$ cat src/pit_pkg.sv
// ----------------------------------------------------------------------------
// Point-in-triangle test package
// Coordinate widths, pipeline stage payload types and the small arithmetic
// helpers shared by the pipeline stages.
// ----------------------------------------------------------------------------
package pit_pkg;

    localparam int COORD_WIDTH = 16;
    localparam int NUM_COORDS  = 12;
    localparam int DIFF_W      = COORD_WIDTH + 1;
    localparam int PROD_W      = 2 * DIFF_W;
    localparam int CROSS_W     = PROD_W + 1;
    localparam int SUM_W       = CROSS_W + 1;
    localparam int S_TDATA_W   = ((NUM_COORDS * COORD_WIDTH + 7) / 8) * 8;
    localparam int M_TDATA_W   = 8;

    typedef logic signed [COORD_WIDTH-1:0] coord_t;
    typedef logic signed [DIFF_W-1:0]      diff_t;
    typedef logic signed [PROD_W-1:0]      prod_t;
    typedef logic signed [CROSS_W-1:0]     cross_t;
    typedef logic        [CROSS_W-1:0]     mag_t;
    typedef logic signed [SUM_W-1:0]       sum_t;

    typedef struct packed {
        coord_t ax, ay, az;
        coord_t bx, by, bz;
        coord_t cx, cy, cz;
        coord_t px, py, pz;
    } point_set_t;

    // v0 = c - a, v1 = b - a, v2 = p - a
    typedef struct packed {
        diff_t v0x, v0y, v0z;
        diff_t v1x, v1y, v1z;
        diff_t v2x, v2y, v2z;
    } geom_t;

    typedef struct packed {
        prod_t pxa, pxb;
        prod_t pya, pyb;
        prod_t pza, pzb;
    } nprod_t;

    typedef struct packed {
        mag_t  nx, ny, nz;
        geom_t geom;
    } normal_t;

    typedef struct packed {
        diff_t v0s, v0t;
        diff_t v1s, v1t;
        diff_t v2s, v2t;
    } proj_t;

    typedef struct packed {
        prod_t ka, kb;
        prod_t x02a, x02b;
        prod_t x21a, x21b;
    } bprod_t;

    typedef struct packed {
        cross_t k;
        cross_t x02;
        cross_t x21;
    } bary_t;

    function automatic diff_t diff_f(input coord_t a, input coord_t b);
        return diff_t'(a) - diff_t'(b);
    endfunction

    function automatic prod_t mul_f(input diff_t a, input diff_t b);
        return prod_t'(a) * prod_t'(b);
    endfunction

    function automatic cross_t sub_f(input prod_t a, input prod_t b);
        return cross_t'(a) - cross_t'(b);
    endfunction

    function automatic mag_t abs_f(input cross_t x);
        cross_t neg;
        neg = -x;
        return x[CROSS_W-1] ? mag_t'(neg) : mag_t'(x);
    endfunction

endpackage

$ cat src/pit_decide.sv
// ----------------------------------------------------------------------------
// Point-in-triangle decision stage
// Sign tests on the cross terms, the far-edge bound and the output register
// of the result channel.
// ----------------------------------------------------------------------------
module pit_decide (
    input  logic           aclk,
    input  logic           aresetn,
    input  logic           quadrant_mode,
    input  logic           in_valid,
    output logic           in_ready,
    input  pit_pkg::bary_t in_data,
    output logic           out_valid,
    input  logic           out_ready,
    output logic           inside_res,
    output logic           degenerate
);
    import pit_pkg::*;

    logic out_valid_reg;
    logic inside_reg, inside_next;
    logic degen_reg, degen_next;
    logic k_neg, u_pos, v_pos, far_ok;
    sum_t uv_sum, k_ext;

    assign in_ready = !out_valid_reg || out_ready;

    assign k_neg  = in_data.k[CROSS_W-1];
    assign u_pos  = (in_data.x21 != '0) && (in_data.x21[CROSS_W-1] == k_neg);
    assign v_pos  = (in_data.x02 != '0) && (in_data.x02[CROSS_W-1] == k_neg);
    assign uv_sum = sum_t'(in_data.x21) + sum_t'(in_data.x02);
    assign k_ext  = sum_t'(in_data.k);
    assign far_ok = k_neg ? (uv_sum > k_ext) : (uv_sum < k_ext);

    always_comb begin
        degen_next  = (in_data.k == '0);
        inside_next = !degen_next && u_pos && v_pos && (quadrant_mode || far_ok);
    end

    always_ff @(posedge aclk) begin
        if (!aresetn) begin
            out_valid_reg <= 1'b0;
        end else if (in_ready) begin
            out_valid_reg <= in_valid;
        end
    end

    always_ff @(posedge aclk) begin
        if (in_ready) begin
            inside_reg <= inside_next;
            degen_reg  <= degen_next;
        end
    end

    assign out_valid  = out_valid_reg;
    assign inside_res = inside_reg;
    assign degenerate = degen_reg;

endmodule

$ cat config.mk
export PLATFORM = sky130hd
export DESIGN_NAME = pit_decide
export DESIGN_NICKNAME = d
export VERILOG_FILES = /design/src/pit_pkg.sv /design/src/pit_decide.sv
export SDC_FILE = /design/constraint.sdc
export NUM_CORES = 1
export LEC_CHECK = 0
export ABC_AREA = 1
export BUFFER_PORTS_ARGS = -buffer_cell sky130_fd_sc_hd__buf_4
export CAP_MARGIN = 25
export CORE_MARGIN = 1.5
export CORE_UTILIZATION = 50
export CTS_CLUSTER_SIZE = 20
export DETAILED_ROUTE_END_ITERATION = 8
export GPL_TIMING_DRIVEN = 1
export PLACE_DENSITY = 0.75
export REMOVE_ABC_BUFFERS = 1
export SLEW_MARGIN = 20
export SYNTH_ARGS = -nofsm -noshare
export SYNTH_HDL_FRONTEND = slang
export SYNTH_SLANG_ARGS = --single-unit
$ cat constraint.sdc
create_clock -name aclk -period 3.7 [get_ports aclk]
set_input_delay 0.37 -clock aclk [delete_from_list [all_inputs] [get_ports aclk]]
set_output_delay 0.37 -clock aclk [all_outputs]
set_load 0.05 [all_outputs]
==> results.md <==
* Worst Setup Path Type: in -> reg
* Worst Hold Slack at approximately 0.41 ns
* Ys async rst share at 0%
* Number of standard-cell rows in the floorplan at 30
* Final routed wirelength across all metal layers at 11.6 mm
* Power density normalized to cell area at 203 nW/um^2
* Cell with the most instances after synthesis: sky130_fd_sc_hd__nand2_1
* Area leader, netlist: sky130_fd_sc_hd__ha_1
* List of cells traversed by the critical path: buf_4 -> ha_1 -> a21oi_1 -> o21ai_0 -> a21oi_1 -> nor3_1 -> nor3_1 -> nand2_1 -> xor2_1 -> ha_1 -> nand2_1 -> nor2_1 -> nand2_1 -> nor2_1 -> nand2_1 -> nor2_1 -> nor2_1 -> nand2_1 -> nand2_1 -> nand3_1 -> nand3_1 -> nand2_1 -> inv_1
* Combined area of the multi-input logic cells at 3180 sq um
* Setup Total Neg Slack at 0 ns
* Number of sinks handled by clock tree synthesis at 3
* # diodes at 0
* Transition at the pin with the smallest max-transition slack at 0.603 ns
* Number of nets in the layout at 917
* Rel. slew slack at 59.4%
* Global router's overall resource usage at 30.7%
* Pre-Repair DR Iteration Count at 5
* Reg clk slew, reported paths at about 0.03 ns
* Avg Cell Area, Syn at 5.86 sq um
* Fraction of the cycle the final worst path needs at a little over nine tenths
* Total clock buffers created by CTS at 3
* Clock period minus final worst setup slack at 3.49 ns
* Clock tree from TritonCTS: done
* Critical path startpoint category: input port
* Worst VDD drop at roughly 0.00011 V
* Total standard cell area after synthesis at 3600 sq um
* Area of the core region at 6870 sq um
* Max-slew violations at 0
* Clock tree root driver cell: sky130_fd_sc_hd__clkbuf_8
* Maximum clock frequency at ~290 MHz
* Hpwl dp at around 10 mm
* Detailed Route Iter0 Violations at 237
* RSZ-0062 raised after global routing: false
* Highest cell delay on the worst timing path at 0.35 ns
* Category of the worst setup path capture point: register
* Final-report hold violation count at 0
* Fraction of the yosys area taken by sequential cells at 2.22%
* Number of input and output port buffers inserted at 113
* First-pass GRT wire length at 18.9 mm
* Required time reported for the critical path endpoint at 3.67 ns
* Hold/Removal Path Class: in -> reg
* Number of DRC violations after detailed routing at 0
* Height of the die at 87.9 um
* Setup slack at placement at -0.0102 ns
* #FFs+latches synth at 3
* Die Footprint at just under 8000 sq um
* Share of layout cells above drive strength 1 at 21.1%
* Leakage dissipation at approximately 2.5 nW
* Hold-fix buffers, CTS at 0
* Routed length per placed instance at 14.0 um
* Worst setup skew after layout at 0.00332 ns
* Data arrival at the endpoint of the critical path at 3.46 ns
* Post-synthesis instance total at 615
* Synth Warn # at 0
* FF+latch area at 80.1 sq um
* Number of levels in the clock H-tree at 1
* Layout overhead on the synthesized area at 29.7%
* Vias in the first global route at 4272
* Total via count in the routed design at 4438
* Fraction of synthesized cell area taken by the top area cell type at 24.6%
* Io pins at approximately 110
* Status: completed
* CP max FO at 4
* Primary FF master, synth: sky130_fd_sc_hd__edfxtp_1
* Number of nets still failing antenna checks after routing at 0
* Non-filler cells, final at 830
* Initial antenna violation count at 0
* Tot Pwr at 951 uW
* Post-synth top cells: sky130_fd_sc_hd__nand2_1 (142), sky130_fd_sc_hd__inv_1 (101), sky130_fd_sc_hd__ha_1 (71), sky130_fd_sc_hd__nor2_1 (66), sky130_fd_sc_hd__a21oi_1 (55)
* Sum of overflow across all layers after global routing at 0
* Cell with the most instances on the worst path: sky130_fd_sc_hd__nand2_1
* Avg Vias per Cell at 5.35
* Number of different library cells in the post-synthesis netlist at 36
* Die Wd at 87.9 um
* Top area cells in the synthesized netlist: sky130_fd_sc_hd__ha_1 (25%), sky130_fd_sc_hd__nand2_1 (15%), sky130_fd_sc_hd__inv_1 (11%), sky130_fd_sc_hd__a21oi_1 (7.6%), sky130_fd_sc_hd__nor2_1 (6.9%)
* FILL cells at 677
* Largest net degree at the start of global routing at 8
* Worst-skew pair later-pin latency at 0.22 ns
* Cell with the largest stage delay on the worst path: sky130_fd_sc_hd__ha_1
* Gpl congestion at 0.953
* Count of max-cap constraint violations at 0
* Setup ws final at about 0.21 ns
* # placed instances at 825
* Maximum number of buffers from clock root to sink at 2
* Number of enable-type register cells in the synthesized netlist at 2
* Initial core utilization at a little over half
* Final count of negative-setup-slack endpoints at 0
final timing paths:
path	start	endpoint	slack [ns]	depth (start not counted)
worst max-delay path	in_data[16]	inside_res	0.21	23
worst min-delay path	in_valid	out_valid	0.41	3
worst max register to register	out_valid	degenerate	2.98	1
worst min register to register	out_valid	out_valid	0.56	2
metal layers:
layer  up-vias  share of wire [%]  routed length [um]  track usage [%]
met3        10                5.0                 578             1.79
met5         -                  0                   0                0
li1       2293                  -                   -                -
met2       149                 46                5350             53.3
met1      1986                 48                5540             42.0
met4         0                1.4                 165             5.92
cell usage in the layout, fill, tap and decap left out, drive strengths merged, types with 3 or more instances in the layout:
cell	count
nand2	149
buf	115
inv	104
nor2	72
ha	71
a21oi	59
nand3	29
o21ai	29
xor2	22
nand4	17
nor4	17
xnor2	11
nor3	9
o21bai	4
o21a	4
clkbuf	4
a21o	3
critical path: cells and delay by family:
kind                     cells  cell delay (ns)
XOR/XNOR                     1             0.16
AO/OA/AOI/OAI                3             0.76
buffers and inverters        2             0.15
AND/OR/NAND/NOR             15             1.38
adder cells (fa/ha/maj)      2             0.65
cell families after synthesis:
group / synth area share, %
flops: 2.22
buf+inv: 10.8
compound gates: 17.2
simple gates: 36.5
fa+ha+maj: 25.2
xor+xnor: 8.02
area by class of cell:
class                   instances  area share (%)
flip-flops and latches          3            1.71
repair buffers                115            18.5
multi-input cells             508            68.0
clock buffers                   4           0.963
well taps                      96            2.57
inverters                     104            8.35
per-stage QoR:
stage | area (sq um) | util [%]
floorplan | 3600 | -
global placement | 4580 | 66.7
detailed placement | 4580 | 66.7
CTS | 4630 | 67.3
global route | 4680 | 68.1
finish | 4680 | 68.1
where the power goes:
group / switching [mW] / leakage [nW] / internal, mW
combinational: 0.478 / 2.45 / 0.336
clock: 0.0233 / 0.0228 / 0.0736
sequential: 0.000848 / 0.0312 / 0.0391
total: 0.502 / 2.50 / 0.449
repair_timing:
item	CTS	global route
gates resized for setup	0	11
endpoints found under the hold margin	0	0
buffers inserted	0	1
setup endpoints to repair	0	1
(Power assumes the default switching activity.)
